==> config.mk <==
export PLATFORM = sky130hd
export DESIGN_NAME = framed_command_receiver
export DESIGN_NICKNAME = d
export VERILOG_FILES = /design/src/rtl/fcr_pkg.sv /design/src/rtl/fcr_parser.sv /design/src/rtl/fcr_out.sv /design/src/rtl/framed_command_receiver.sv
export SDC_FILE = /design/constraint.sdc
export NUM_CORES = 1
export LEC_CHECK = 0
export BUFFER_PORTS_ARGS = -buffer_cell sky130_fd_sc_hd__clkbuf_2
export CAP_MARGIN = 25
export CORE_ASPECT_RATIO = 1.25
export CORE_UTILIZATION = 58
export DETAILED_ROUTE_END_ITERATION = 7
export PLACE_DENSITY = 0.86
export SYNTH_ARGS = -nofsm -noshare
export SYNTH_HDL_FRONTEND = slang
export SYNTH_SLANG_ARGS = --single-unit
==> constraint.sdc <==
create_clock -name aclk -period 5.3 [get_ports aclk]
set_clock_uncertainty 0.05 [all_clocks]
set_input_delay 0.795 -clock aclk [delete_from_list [all_inputs] [get_ports aclk]]
set_output_delay 0.795 -clock aclk [all_outputs]
set_load 0.05 [all_outputs]
==> src/rtl/fcr_pkg.sv <==
package fcr_pkg;

    // Framing characters
    localparam logic [7:0] START_BYTE = 8'h26;
    localparam logic [7:0] STOP_BYTE  = 8'h24;
    localparam logic [7:0] SEP_BYTE   = 8'h3A;
    localparam logic [7:0] ACK_LETTER = 8'h41;
    localparam logic [7:0] DIGIT_BASE = 8'h30;
    localparam logic [5:0] POS_MAX    = 6'd50;

    // Result kinds
    localparam logic [1:0] KIND_CMD = 2'd0;
    localparam logic [1:0] KIND_MSG = 2'd1;
    localparam logic [1:0] KIND_END = 2'd2;
    localparam logic [1:0] KIND_ACK = 2'd3;

    // Beat numbers within an acknowledge burst
    localparam logic [1:0] ACK_BEAT_START  = 2'd0;
    localparam logic [1:0] ACK_BEAT_LETTER = 2'd1;
    localparam logic [1:0] ACK_BEAT_CODE   = 2'd2;
    localparam logic [1:0] ACK_BEAT_STOP   = 2'd3;

    // One parsed record handed to the output stage; an acknowledge record
    // carries the ack code in data_byte and expands to four beats.
    typedef struct packed {
        logic [1:0] kind;
        logic [7:0] data_byte;
        logic [7:0] block_index;
        logic [5:0] position;
        logic [5:0] command_length;
        logic [5:0] message_length;
        logic [7:0] sender_id;
        logic [7:0] block_count;
        logic [7:0] check_byte;
    } fcr_rec_t;

endpackage

==> src/rtl/fcr_parser.sv <==
module fcr_parser
    import fcr_pkg::*;
(
    input  logic       aclk,
    input  logic       aresetn,
    input  logic       s_valid,
    output logic       s_ready,
    input  logic [7:0] s_rx_byte,
    input  logic       out_free,
    output logic       rec_load,
    output fcr_rec_t   rec
);

    typedef enum logic [2:0] {
        ST_WAIT = 3'd0,
        ST_ID   = 3'd1,
        ST_LEN  = 3'd2,
        ST_CMD  = 3'd3,
        ST_MSG  = 3'd4,
        ST_ACK  = 3'd5,
        ST_END  = 3'd7
    } state_t;

    // Input register
    logic       in_valid_reg;
    logic [7:0] in_byte_reg;

    // Parse state
    state_t     state_reg,   state_next;
    logic [7:0] sender_reg,  sender_next;
    logic [7:0] declared_reg, declared_next;
    logic [7:0] left_reg,    left_next;
    logic [7:0] counter_reg, counter_next;
    logic [5:0] cmd_pos_reg, cmd_pos_next;
    logic [5:0] msg_pos_reg, msg_pos_next;
    logic [7:0] ack_reg,     ack_next;
    logic [7:0] check_reg,   check_next;

    logic       sep;
    logic       produces;
    logic       consume;
    logic [5:0] cmd_pos_inc;
    logic [5:0] msg_pos_inc;
    logic [7:0] left_dec;

    assign sep         = (in_byte_reg == SEP_BYTE);
    assign cmd_pos_inc = (cmd_pos_reg >= POS_MAX) ? 6'd0 : cmd_pos_reg + 6'd1;
    assign msg_pos_inc = (msg_pos_reg >= POS_MAX) ? 6'd0 : msg_pos_reg + 6'd1;
    assign left_dec    = left_reg - 8'd1;

    // Does the held byte produce a result?
    always_comb begin
        case (state_reg)
            ST_CMD:  produces = !sep;
            ST_MSG:  produces = 1'b1;
            ST_END:  produces = (in_byte_reg == STOP_BYTE);
            default: produces = 1'b0;
        endcase
    end

    // Bytes without a result never wait on the output stage
    assign consume  = in_valid_reg && (out_free || !produces);
    assign s_ready  = !in_valid_reg || consume;
    assign rec_load = consume && produces;

    // Next state and result record
    always_comb begin
        state_next    = state_reg;
        sender_next   = sender_reg;
        declared_next = declared_reg;
        left_next     = left_reg;
        counter_next  = counter_reg;
        cmd_pos_next  = cmd_pos_reg;
        msg_pos_next  = msg_pos_reg;
        ack_next      = ack_reg;
        check_next    = check_reg;

        rec                = '0;
        rec.sender_id      = sender_reg;
        rec.block_count    = declared_reg;
        rec.block_index    = counter_reg;

        case (state_reg)
            ST_WAIT: begin
                if (in_byte_reg == START_BYTE) begin
                    sender_next   = '0;
                    declared_next = '0;
                    left_next     = '0;
                    counter_next  = '0;
                    cmd_pos_next  = '0;
                    msg_pos_next  = '0;
                    state_next    = ST_ID;
                end
            end
            ST_ID: begin
                if (sep) state_next = ST_LEN;
                else     sender_next = in_byte_reg;
            end
            ST_LEN: begin
                if (sep) begin
                    state_next = ST_CMD;
                end else begin
                    declared_next = in_byte_reg - DIGIT_BASE;
                    left_next     = in_byte_reg - DIGIT_BASE;
                end
            end
            ST_CMD: begin
                rec.kind      = KIND_CMD;
                rec.data_byte = in_byte_reg;
                rec.position  = cmd_pos_reg;
                if (sep) state_next   = ST_MSG;
                else     cmd_pos_next = cmd_pos_inc;
            end
            ST_MSG: begin
                if (sep) begin
                    // block end record
                    rec.kind           = KIND_END;
                    rec.command_length = cmd_pos_reg;
                    rec.message_length = msg_pos_reg;
                    cmd_pos_next = '0;
                    msg_pos_next = '0;
                    left_next    = left_dec;
                    counter_next = counter_reg + 8'd1;
                    state_next   = (left_dec == 8'd0) ? ST_ACK : ST_CMD;
                end else begin
                    rec.kind      = KIND_MSG;
                    rec.data_byte = in_byte_reg;
                    rec.position  = msg_pos_reg;
                    msg_pos_next  = msg_pos_inc;
                end
            end
            ST_ACK: begin
                if (sep) state_next = ST_END;
                else     ack_next   = in_byte_reg;
            end
            ST_END: begin
                rec.kind        = KIND_ACK;
                rec.data_byte   = ack_reg;
                rec.block_index = '0;
                rec.check_byte  = check_reg;
                if (in_byte_reg == STOP_BYTE) state_next = ST_WAIT;
                else                          check_next = in_byte_reg;
            end
            default: begin
                state_next = ST_WAIT;
            end
        endcase
    end

    // Input register and parse state
    always_ff @(posedge aclk) begin
        if (!aresetn) begin
            in_valid_reg <= 1'b0;
            state_reg    <= ST_WAIT;
            sender_reg   <= '0;
            declared_reg <= '0;
            left_reg     <= '0;
            counter_reg  <= '0;
            cmd_pos_reg  <= '0;
            msg_pos_reg  <= '0;
            ack_reg      <= '0;
            check_reg    <= '0;
        end else begin
            if (s_ready) begin
                in_valid_reg <= s_valid;
            end
            if (consume) begin
                state_reg    <= state_next;
                sender_reg   <= sender_next;
                declared_reg <= declared_next;
                left_reg     <= left_next;
                counter_reg  <= counter_next;
                cmd_pos_reg  <= cmd_pos_next;
                msg_pos_reg  <= msg_pos_next;
                ack_reg      <= ack_next;
                check_reg    <= check_next;
            end
        end
    end

    // Payload needs no reset
    always_ff @(posedge aclk) begin
        if (s_ready && s_valid) begin
            in_byte_reg <= s_rx_byte;
        end
    end

endmodule

==> src/rtl/fcr_out.sv <==
module fcr_out
    import fcr_pkg::*;
(
    input  logic       aclk,
    input  logic       aresetn,
    input  logic       rec_load,
    input  fcr_rec_t   rec,
    output logic       out_free,
    output logic       m_valid,
    input  logic       m_ready,
    output logic [1:0] m_kind,
    output logic [7:0] m_data_byte,
    output logic [7:0] m_block_index,
    output logic [5:0] m_position,
    output logic [5:0] m_command_length,
    output logic [5:0] m_message_length,
    output logic [7:0] m_sender_id,
    output logic [7:0] m_block_count,
    output logic [7:0] m_check_byte,
    output logic       m_frame_done,
    output logic       m_last
);

    logic       valid_reg;
    logic [1:0] beat_reg;
    fcr_rec_t   rec_reg;
    logic       is_ack;
    logic       final_beat;

    assign is_ack     = (rec_reg.kind == KIND_ACK);
    assign final_beat = !is_ack || (beat_reg == ACK_BEAT_STOP);
    assign out_free   = !valid_reg || (m_ready && final_beat);

    // Beat sequencing; an acknowledge record expands to four beats
    always_ff @(posedge aclk) begin
        if (!aresetn) begin
            valid_reg <= 1'b0;
            beat_reg  <= ACK_BEAT_START;
        end else if (rec_load) begin
            valid_reg <= 1'b1;
            beat_reg  <= ACK_BEAT_START;
        end else if (valid_reg && m_ready) begin
            if (final_beat) valid_reg <= 1'b0;
            else            beat_reg  <= beat_reg + 2'd1;
        end
    end

    always_ff @(posedge aclk) begin
        if (rec_load) begin
            rec_reg <= rec;
        end
    end

    // Acknowledge bytes to transmit
    always_comb begin
        m_data_byte = rec_reg.data_byte;
        if (is_ack) begin
            case (beat_reg)
                ACK_BEAT_START:  m_data_byte = START_BYTE;
                ACK_BEAT_LETTER: m_data_byte = ACK_LETTER;
                ACK_BEAT_CODE:   m_data_byte = rec_reg.data_byte;
                ACK_BEAT_STOP:   m_data_byte = STOP_BYTE;
                default:         m_data_byte = rec_reg.data_byte;
            endcase
        end
    end

    assign m_valid          = valid_reg;
    assign m_kind           = rec_reg.kind;
    assign m_block_index    = rec_reg.block_index;
    assign m_position       = rec_reg.position;
    assign m_command_length = rec_reg.command_length;
    assign m_message_length = rec_reg.message_length;
    assign m_sender_id      = rec_reg.sender_id;
    assign m_block_count    = rec_reg.block_count;
    assign m_check_byte     = rec_reg.check_byte;
    assign m_frame_done     = is_ack && (beat_reg == ACK_BEAT_STOP);
    assign m_last           = final_beat;

endmodule

==> src/rtl/framed_command_receiver.sv <==
// Framed command receiver.
// s_ channel: one received byte per beat (s_rx_byte), valid/ready.
// m_ channel: parsed records, valid/ready. Each command or message byte gives
// one beat tagged with block index and position; the separator closing a
// message gives a block-end beat with both lengths; the stop character gives
// four acknowledge beats ('&', 'A', ack code, '$'), the fourth with
// m_frame_done set. m_last marks the final beat caused by one input byte.
// An accepted byte passes the input register, then the result register, before
// its first result beat. Throughput: one byte per cycle while the result register
// is free; an acknowledge burst holds the result register for its four beats, so
// input bytes with a result back up behind it.
// Bytes that produce no result are consumed even while the result register
// is stalled; a byte with a result waits until the register is free.
// When m_ready is low the current beat is held unchanged.
// Reset (aresetn low, synchronous) empties both registers and returns the
// parser to waiting for a start character with all counters cleared.
module framed_command_receiver
    import fcr_pkg::*;
(
    input  logic       aclk,
    input  logic       aresetn,
    input  logic       s_valid,
    output logic       s_ready,
    input  logic [7:0] s_rx_byte,
    output logic       m_valid,
    input  logic       m_ready,
    output logic [1:0] m_kind,
    output logic [7:0] m_data_byte,
    output logic [7:0] m_block_index,
    output logic [5:0] m_position,
    output logic [5:0] m_command_length,
    output logic [5:0] m_message_length,
    output logic [7:0] m_sender_id,
    output logic [7:0] m_block_count,
    output logic [7:0] m_check_byte,
    output logic       m_frame_done,
    output logic       m_last
);

    logic     out_free;
    logic     rec_load;
    fcr_rec_t rec;

    fcr_parser u_parser (
        .aclk      (aclk),
        .aresetn   (aresetn),
        .s_valid   (s_valid),
        .s_ready   (s_ready),
        .s_rx_byte (s_rx_byte),
        .out_free  (out_free),
        .rec_load  (rec_load),
        .rec       (rec)
    );

    fcr_out u_out (
        .aclk             (aclk),
        .aresetn          (aresetn),
        .rec_load         (rec_load),
        .rec              (rec),
        .out_free         (out_free),
        .m_valid          (m_valid),
        .m_ready          (m_ready),
        .m_kind           (m_kind),
        .m_data_byte      (m_data_byte),
        .m_block_index    (m_block_index),
        .m_position       (m_position),
        .m_command_length (m_command_length),
        .m_message_length (m_message_length),
        .m_sender_id      (m_sender_id),
        .m_block_count    (m_block_count),
        .m_check_byte     (m_check_byte),
        .m_frame_done     (m_frame_done),
        .m_last           (m_last)
    );

endmodule
Word-level counts from Yosys, hierarchy flattened
Index checks and enable logic that the tools add are counted.
{"block": "totals", "regBits": 135, "latchBits": 0, "ramBits": 0, "romBits": 0, "out_inout_bits": 64, "wordCells": 132, "n_memories": 0}
{"block": "classes", "n_addsub": 6, "multipliers": 0, "n_div": 0, "magnitude_cmp": 2, "n_eq_ne": 23, "n_shift": 0, "n_mux": 37, "bitwise": 4, "n_reduce_logical": 38}
{"op": "2-to-1 mux 8 bit", "n": 7}
{"op": "one-hot mux 8 bit (2 select lines)", "n": 3}
{"op": "2-to-1 mux 6 bit", "n": 7}
{"op": "one-hot mux 8 bit (4 select lines)", "n": 1}
{"op": "one-hot mux 10 bit (3 select lines)", "n": 1}
{"op": "equality test 8 x 6 -> 1 bit, second input constant", "n": 3}
{"op": "2-to-1 mux 3 bit", "n": 8}
{"op": "one-hot mux 6 bit (2 select lines)", "n": 2}
{"op": "one-hot mux 8 bit (3 select lines)", "n": 1}
{"op": "one-hot mux 3 bit (7 select lines)", "n": 1}
{"op": "one-hot mux 6 bit (3 select lines)", "n": 1}
{"op": "inequality test 2 x 1 -> 1 bit, second input constant", "n": 7}
{"op": "adder 6 x 1 -> 6 bit, second input constant", "n": 2}
{"op": "greater-or-equal comparator 6 bit, second input constant", "n": 2}
{"op": "AND reduction 4 bit", "n": 3}
{"op": "AND reduction 5 bit", "n": 2}
{"op": "nonzero test 2 bit", "n": 5}
{"op": "equality test 3 bit, second input constant", "n": 3}
{"op": "AND reduction 3 bit", "n": 3}
{"op": "adder 8 x 1 -> 8 bit, second input constant", "n": 1}
{"op": "logical NOT 8 bit", "n": 1}
{"op": "AND reduction 8 bit", "n": 1}
{"op": "subtractor 8 x 1 -> 8 bit, second input constant", "n": 1}
{"op": "subtractor 8 x 6 -> 8 bit, second input constant", "n": 1}
{"op": "18 further kinds", "n": 43}

Depth between registers and ports, before layout
Gate-level depths: netlist (run 1).
{"block": "depth", "depth_word": 10, "ltp_mapped": 10, "depth_no_buf": 7}

By module
Synthesis (run 1) repeated with hierarchy kept, for this count alone.
{"block": "unflattened", "cells_unflattened": 646, "hier_area_um2": 6576.3}
{"mod": "fcr_parser", "instances": 1, "cells_each": 496, "area_each_um2": 4091.4}
{"mod": "fcr_out", "instances": 1, "cells_each": 150, "area_each_um2": 2484.9}

Worst setup path after synthesis (run 1)
OpenSTA, ideal clock, no wires.
{"block": "synth_path", "path_kind": "reg-to-reg", "start": "register u_out.beat_reg[1]", "end": "register u_out.rec_reg, in the netlist u_out.m_block_count[0], enable pin", "arrival_ns": 3.935, "required_ns": 4.772, "slack_ns": 0.837, "stages_incl_launch_ff": 6, "n_path_buf": 0, "path_cell_list": "dfxtp_1 > ha_1 > and3b_1 > inv_1 > a21boi_0 > nor2_1"}
{"block": "synth_via", "elab_chain_len": 7}
{"element": "from (decl)", "line": "fcr_out.sv:25", "rtl": "logic [1:0] beat_reg;"}
{"element": "from (signal assigned)", "line": "fcr_out.sv:44", "rtl": "else beat_reg <= beat_reg + 2'd1;"}
{"element": "equality test 2 bit", "line": "fcr_out.sv:31", "rtl": "assign final_beat = !is_ack || (beat_reg == ACK_BEAT_STOP);"}
{"element": "logical OR 1 bit", "line": "fcr_out.sv:31"}
{"element": "via m_last", "line": "framed_command_receiver.sv:37", "rtl": "output logic m_last"}
{"element": "logical AND 1 bit", "line": "fcr_out.sv:32", "rtl": "assign out_free = !valid_reg || (m_ready && final_beat);"}
{"element": "logical OR 1 bit", "line": "fcr_out.sv:32"}
{"element": "logical OR 1 bit", "line": "fcr_parser.sv:62", "rtl": "assign consume = in_valid_reg && (out_free || !produces);"}
{"element": "logical AND 1 bit", "line": "fcr_parser.sv:62"}
{"element": "logical AND 1 bit", "line": "fcr_parser.sv:64", "rtl": "assign rec_load = consume && produces;"}
{"element": "via rec_load", "line": "framed_command_receiver.sv:41", "rtl": "logic rec_load;"}
{"element": "to (signal assigned)", "line": "fcr_out.sv:50", "rtl": "rec_reg <= rec;"}
{"element": "to (decl)", "line": "fcr_out.sv:26", "rtl": "fcr_rec_t rec_reg;"}
The timed path passes the listed nets, and every way through them passes these cells.
A chain may end at the register's enable or synchronous reset.

Worst setup path in the final report (run 1)
{"block": "layout_path", "start": "register u_parser.state_reg[1]", "end": "output s_ready"}
{"block": "layout_via", "elab_chain_len": 6, "elab_cells_between_ends": 8, "classes_between": "eq/ne: 3; mux: 1; reduce/logical: 4"}
{"element": "from (decl)", "line": "fcr_parser.sv:29", "rtl": "state_t state_reg, state_next;"}
{"element": "from (signal assigned)", "line": "fcr_parser.sv:168", "rtl": "state_reg <= state_next;"}
{"element": "equality test 3 bit / equality test 3 x 2 -> 1 bit (equally long branches)", "line": "fcr_parser.sv:53", "rtl": "case (state_reg)"}
{"element": "one-hot mux 1 bit (3 select lines) (*)", "line": "fcr_parser.sv:53"}
{"element": "logical NOT 1 bit (*)", "line": "fcr_parser.sv:62"}
{"element": "logical OR 1 bit (*)", "line": "fcr_parser.sv:62"}
{"element": "logical AND 1 bit (*)", "line": "fcr_parser.sv:62"}
{"element": "logical OR 1 bit (*)", "line": "fcr_parser.sv:63", "rtl": "assign s_ready = !in_valid_reg || consume;"}
{"element": "to (decl)", "line": "framed_command_receiver.sv:23", "rtl": "output logic s_ready,"}
Every way passes the cells marked *; elsewhere a longest branch is shown, timed or not.

==> metrics.cfg, run 1 <==
[timing]
post-route-period-util_pct=71.3
tightest_slew_ns=0.960
final_max_slew_viol_count=0
fin_setup_tns_ns=0
final-hold-violation-count=0
setup_violations=0
period_minus_slack_ns=3.78
hold_ws_ns=0.379
max_freq_mhz=265
slew_headroom_pct=36.0
rsz0062_at_grt=false

[layout]
n_fill_cell=784
multi_input_area_sq_um=2580
areaGrowthSynthToFinish_pct=9.64
post-route-cell-area_sq_um=7180
nets=651
ff_latch_area_sq_um=3380
n_antenna_cell=0
final_layout_size_suffix_gt1_share_pct=19.5

[critical_path]
crit_path_max_fanout=22
crit_family=simple AND/OR/NAND/NOR gates
crit_chain=and3_1 -> a41o_1 -> o21ai_0 -> or2_2 -> clkbuf_2
rrSetupSlack_ns=2.05
crit_path_top_delay_cell=dfxtp_1
rr_endpoint=u_out.m_position[5]
critPathBufInv=1
r2r-start=u_parser.state_reg[1]
slowest_delay_ns=0.75
cp-start-kind=flip-flop
rr_worst_depth=6
worstPathArrival_ns=2.93
end_kind=output pin
path_class=flip-flop to output pin
cp.required_ns=4.45

[flow_run]
max_cap_violations=0

[place]
dp.final_hpwl_um=9410
numPortBuffers=75
place_area_sq_um=6600
gp_congestion=0.935

[yosys]
async_flop_share_pct=0
synth-seq-cells=135
synth-xor-area-share_pct=0.802
synth_area_sq_um=6550
avgSynthCellArea_sq_um=10.7
synth_compound_area_share_pct=14.2
synth_most_common_cell=edfxtp_1
synth_warnings=0
synth_largest_area_cell=edfxtp_1
synth_edf_count=68
seq_area_frac_synth_pct=51.6
yosysTopAreaCellShare_pct=31.2
synth_ff_type=edfxtp_1
synth.area.mux_share_pct=3.99
syn_inst=614
ys_types=72
synth_top_family_by_area=simple AND/OR/NAND/NOR gates
synthTopCellsByArea=edfxtp_1 (31%), dfxtp_1 (20%), buf_4 (6.0%)
synthTopCellsByCount=edfxtp_1 (68), dfxtp_1 (67), buf_4 (52)
syn_nets=638
synthAdderAreaFrac_pct=2.29
synth_simple_gate_area_share_pct=18.0

[floorplanning]
rows=43
io_pins=76
die_area_sq_um=11700
chipHeight_um=121
core_sq_um=11000
die_w_um=97.1
start_util_pct=59.4

[worst_hold_path]
min_from=u_parser.sender_reg[1]
hold_path_depth=0
hold_class=flip-flop to flip-flop
hold_end=u_out.m_sender_id[1]

[route]
routed_wl_um=14500
routed-wl-met2_um=7330
wl_met3_um=909
drcViolationCount=2
drt_first_pass_iters=8
highest_layer=met4
drt_iter0_markers=446
wire_per_inst_um=18.6
wl_met1_um=5640
num_vias=4800
ant_nets=0
vias_per_cell=6.19

[clock_network]
cts_made_buffers=17
ctsHoldBuffers=0
cts_buffer_depth=2
cts_root_buf=clkbuf_16
clk_latency_ns=0.42
cts.sinks=135
htreeDepth=4
clkTransAtPathRegs_ns=0.06
cts_tree=built
post_cts_buffers=0
cts_resized=0

[global_routing]
grt_pass1_wl_um=22800
overflow=0
grt_pass1_vias=4732
grt_use_total_pct=24.9
grt_max_degree=85
grt_antenna_before_repair=0

[status]
status=finished, violations left
violations=design-rule violations

[power]
power.density_nw_per_um2=316
leakagePower_nw=2.93
finalPower_w=0.00227
peakVddDrop_mv=0.275

## metrics by stage
stage / utilization [%] / setup WS [ns] / std cells
global placement: 59.8 / 2.04 / 742
detailed placement: 59.8 / 1.87 / 742
floorplan: - / 0.837 / 614
CTS: 64.9 / 1.57 / 774
finish: 65.1 / 1.52 / 775
global route: 65.1 / 1.37 / 775
## layout make-up
| cell class | instances | area share [%] |
|---|---|---|
| clock inverters | 15 | 1.90 |
| repair buffers | 80 | 6.03 |
| inverters | 16 | 0.836 |
| well taps | 135 | 2.35 |
| clock buffers | 17 | 5.92 |
| multi-input cells | 377 | 35.9 |
| flip-flops and latches | 135 | 47.1 |
## worst register-to-register path, stage by stage (launching register included)
cell and delay, ns:
dfxtp_1 0.75, and3_1 0.58, a41o_1 0.33, o21ai_0 0.21, nor2_4 0.54, buf_16 0.24, buf_4 0.24
## worst max-delay path by stage
stage | startpoint | end | cells after the start
floorplan | u_out.beat_reg[1] | u_out.m_block_count[0] | 5
global placement | u_parser.state_reg[1] | u_out.m_message_length[3] | 5
detailed placement | u_parser.state_reg[1] | u_out.m_message_length[2] | 5
CTS | u_parser.state_reg[1] | s_ready | 5
global route | u_parser.state_reg[1] | s_ready | 5
finish | u_parser.state_reg[1] | s_ready | 5
## routing by layer
| metal | global-route usage [%] | vias to the layer above |
|---|---|---|
| met5 | 0 | - |
| met4 | 14.9 | 0 |
| met3 | 5.84 | 53 |
| met2 | 43.2 | 213 |
| met1 | 27.8 | 2303 |
| li1 | - | 2231 |
## cell families after synthesis
logic type / Yosys count
multiplexers: 26
buffers and inverters: 102
XOR/XNOR: 6
flip-flops: 135
adder cells (fa/ha/maj): 12
AND/OR/NAND/NOR: 206
AO/OA/AOI/OAI: 127
## placed cells by master, fill, tap and decap left out, types with 5 or more instances in the layout
master and n:
edfxtp_1 68, xnor2_1 5, o21ai_1 12, or3_1 6, nand3_1 17, nor2b_1 22
a21boi_0 6, nor3_1 12, ha_1 12, inv_1 16, a22o_1 12, nand2_1 46
a31oi_1 5, mux2i_1 25, and3_1 26, dfxtp_1 67, nand3b_1 8, o311ai_0 9
o22ai_1 5, clkbuf_16 17, a21oi_1 7, clkbuf_2 75, o21ai_0 20, o21a_1 5
nor2_1 13, and2_1 24
## report_power, final
group,internal (W),total (W),switching [W]
clock,0.000683,0.00112,0.000438
combinational,0.0000143,0.0000369,0.0000226
sequential,0.00109,0.00111,0.0000146
Power figures use the tool's default switching activity.
==> run 2: changes to the inputs <==
- CORE_UTILIZATION: 58 -> 53
- PLACE_DENSITY: 0.86 -> 0.83
- clock period: 5.3 -> 3.1 ns (I/O delays scaled with it)
==> run 2 against run 1 <==
The run now ends clean. Sequential power grew 70%. Non-clock buffer count grew 9. Die area grew 9.3%. Flip-flop and latch count is the same. Highest routed layer unchanged. Clock-buffer cell count grew 1. First-iteration DRC count grew 21%. Register-to-register slack lost 1.6 ns. Clock power grew 97%. Utilization shrank 4.3 points. Setup slack lost 1.5 ns.
==> metrics.cfg, run 2 (synthesized netlist as in run 1, its figures left out) <==
[status]
status=finished clean

[route]
wire_per_inst_um=17.4
drt_first_pass_iters=5
num_vias=4752
routed_wl_um=14100
drt_iter0_markers=538
vias_per_cell=5.85
ant_nets=0
drcViolationCount=0

[layout]
post-route-cell-area_sq_um=7370
most-common-layout-cells=clkbuf_2 (75), edfxtp_1 (68), dfxtp_1 (66)
multi_input_area_sq_um=2580
final_core_util_pct=60.9
n_fill_cell=933
final_common_cell=clkbuf_2
areaGrowthSynthToFinish_pct=12.5
nets=660
n_antenna_cell=0
ff_latch_area_sq_um=3380
final_layout_size_suffix_gt1_share_pct=21.3

[critical_path]
rrSetupSlack_ns=0.43
crit_path_max_fanout=7
cp-start-kind=flip-flop
rr_worst_depth=5
path_class=flip-flop to output pin
end_kind=output pin
worstSetupStartpoint=u_parser.in_byte_reg[5]
rr_endpoint=u_parser.counter_reg[7]
worstPathArrival_ns=2.56
cp.required_ns=2.58
r2r-start=u_parser.state_reg[2]

[global_routing]
overflow=0
grt_pass1_vias=4535
grt_pass1_wl_um=22800
grt_max_degree=61
grt_antenna_before_repair=0
grt_use_total_pct=23.0

[clock_network]
cts_root_buf=clkbuf_16
clk_latency_ns=0.41
ctsHoldBuffers=0
cts.sinks=135
htreeDepth=4
clkTransAtPathRegs_ns=0.06
cts_made_buffers=17
cts_buffer_depth=2
cts_tree=built

[power]
p_seq_share_pct=45.5
leakagePower_nw=3.02
swShare_pct=20.0
pwr-share-comb_pct=1.5
finalPower_w=0.00417
p_switching_w=0.000834
internal_power_w=0.00333
clockPowerShare_pct=53.0
peakVddDrop_mv=0.382
power.density_nw_per_um2=565

[floorplanning]
die_area_sq_um=12800
start_util_pct=54.1
core_sq_um=12100
die_w_um=101
chipHeight_um=126
io_pins=76
rows=45

[timing]
hold_ws_ns=0.174
tightest_slew_ns=0.959
fin_setup_tns_ns=0
final_max_slew_viol_count=0
period_minus_slack_ns=3.07
post-route-period-util_pct=99.1
slew_headroom_pct=36.0
setup_violations=0
max_freq_mhz=326
final-hold-violation-count=0
rsz0062_at_grt=false

[place]
dp.final_hpwl_um=9400
place_area_sq_um=6700
numPortBuffers=75
gp_congestion=0.935

[worst_hold_path]
hold_path_depth=1
hold_class=primary input to flip-flop
min_from=s_rx_byte[3]
hold_end=u_parser.in_byte_reg[3]

[flow_run]
max_cap_violations=0

==> run 2: cell count changes in the layout (fill, tap and decap cells not counted) <==
cell	before	now
dfxtp_1	67	66
clkinv_1	4	0
buf_4	4	13
dfxtp_2	0	1
buf_12	0	1
buf_16	1	0
clkbuf_1	0	1
clkinv_2	4	2
inv_8	0	1
inv_6	1	2
bufinv_16	2	5
==> run 2: layout make-up <==
cell class	instances	share of cell area (%)
sequential	135	45.9
tap	164	2.78
clock inverter	14	3.00
inverter	16	0.815
multi-input combinational	377	35.0
clock buffer	18	5.82
timing repair buffer	89	6.69
==> run 2: what timing repair did <==
item | in CTS | in global routing
gates resized for setup | 0 | 1
endpoints found under the setup margin | 0 | 1
buffers inserted | 0 | 2
==> run 2: how the worst max path moves through the flow <==
stage                                     to
global route                         s_ready
detailed placement  u_parser.declared_reg[7]
global placement                     s_ready
CTS                                  s_ready
floorplan             u_out.m_block_count[0]
finish                               s_ready
==> run 2: worst max-delay path: stages, from the launching register on <==
cell      delay, ns
edfxtp_1       0.52
ha_1           0.28
and3b_1        0.21
a21oi_1        0.31
o21ai_0        0.20
or2_2          0.37
clkbuf_2       0.25
==> run 2: per-layer routing <==
layer	part of all wire (%)	up-vias	global-route usage, %
met5	0	-	0
met4	2.9	0	11.3
met3	5.4	44	4.19
met2	50	191	38.3
met1	42	2258	28.6
li1	-	2259	-
==> run 2: power groups by stage <==
stage | Combinational [W] | Sequential [W] | Clock [W]
after global placement | 0.0000583 | 0.00193 | 0
after detailed placement | 0.0000590 | 0.00193 | 0
after CTS | 0.0000593 | 0.00190 | 0.00223
after global routing | 0.0000704 | 0.00190 | 0.00231
after floorplan | 0.0000514 | 0.00192 | 0
final | 0.0000644 | 0.00189 | 0.00221
==> run 2: through the flow <==
step,setup slack [ns],cells
6_report,0.0292,813
3_3_place_gp,0.575,779
5_1_grt,0.00611,813
2_1_floorplan,0.248,614
4_1_cts,0.0355,811
3_5_place_dp,0.497,779
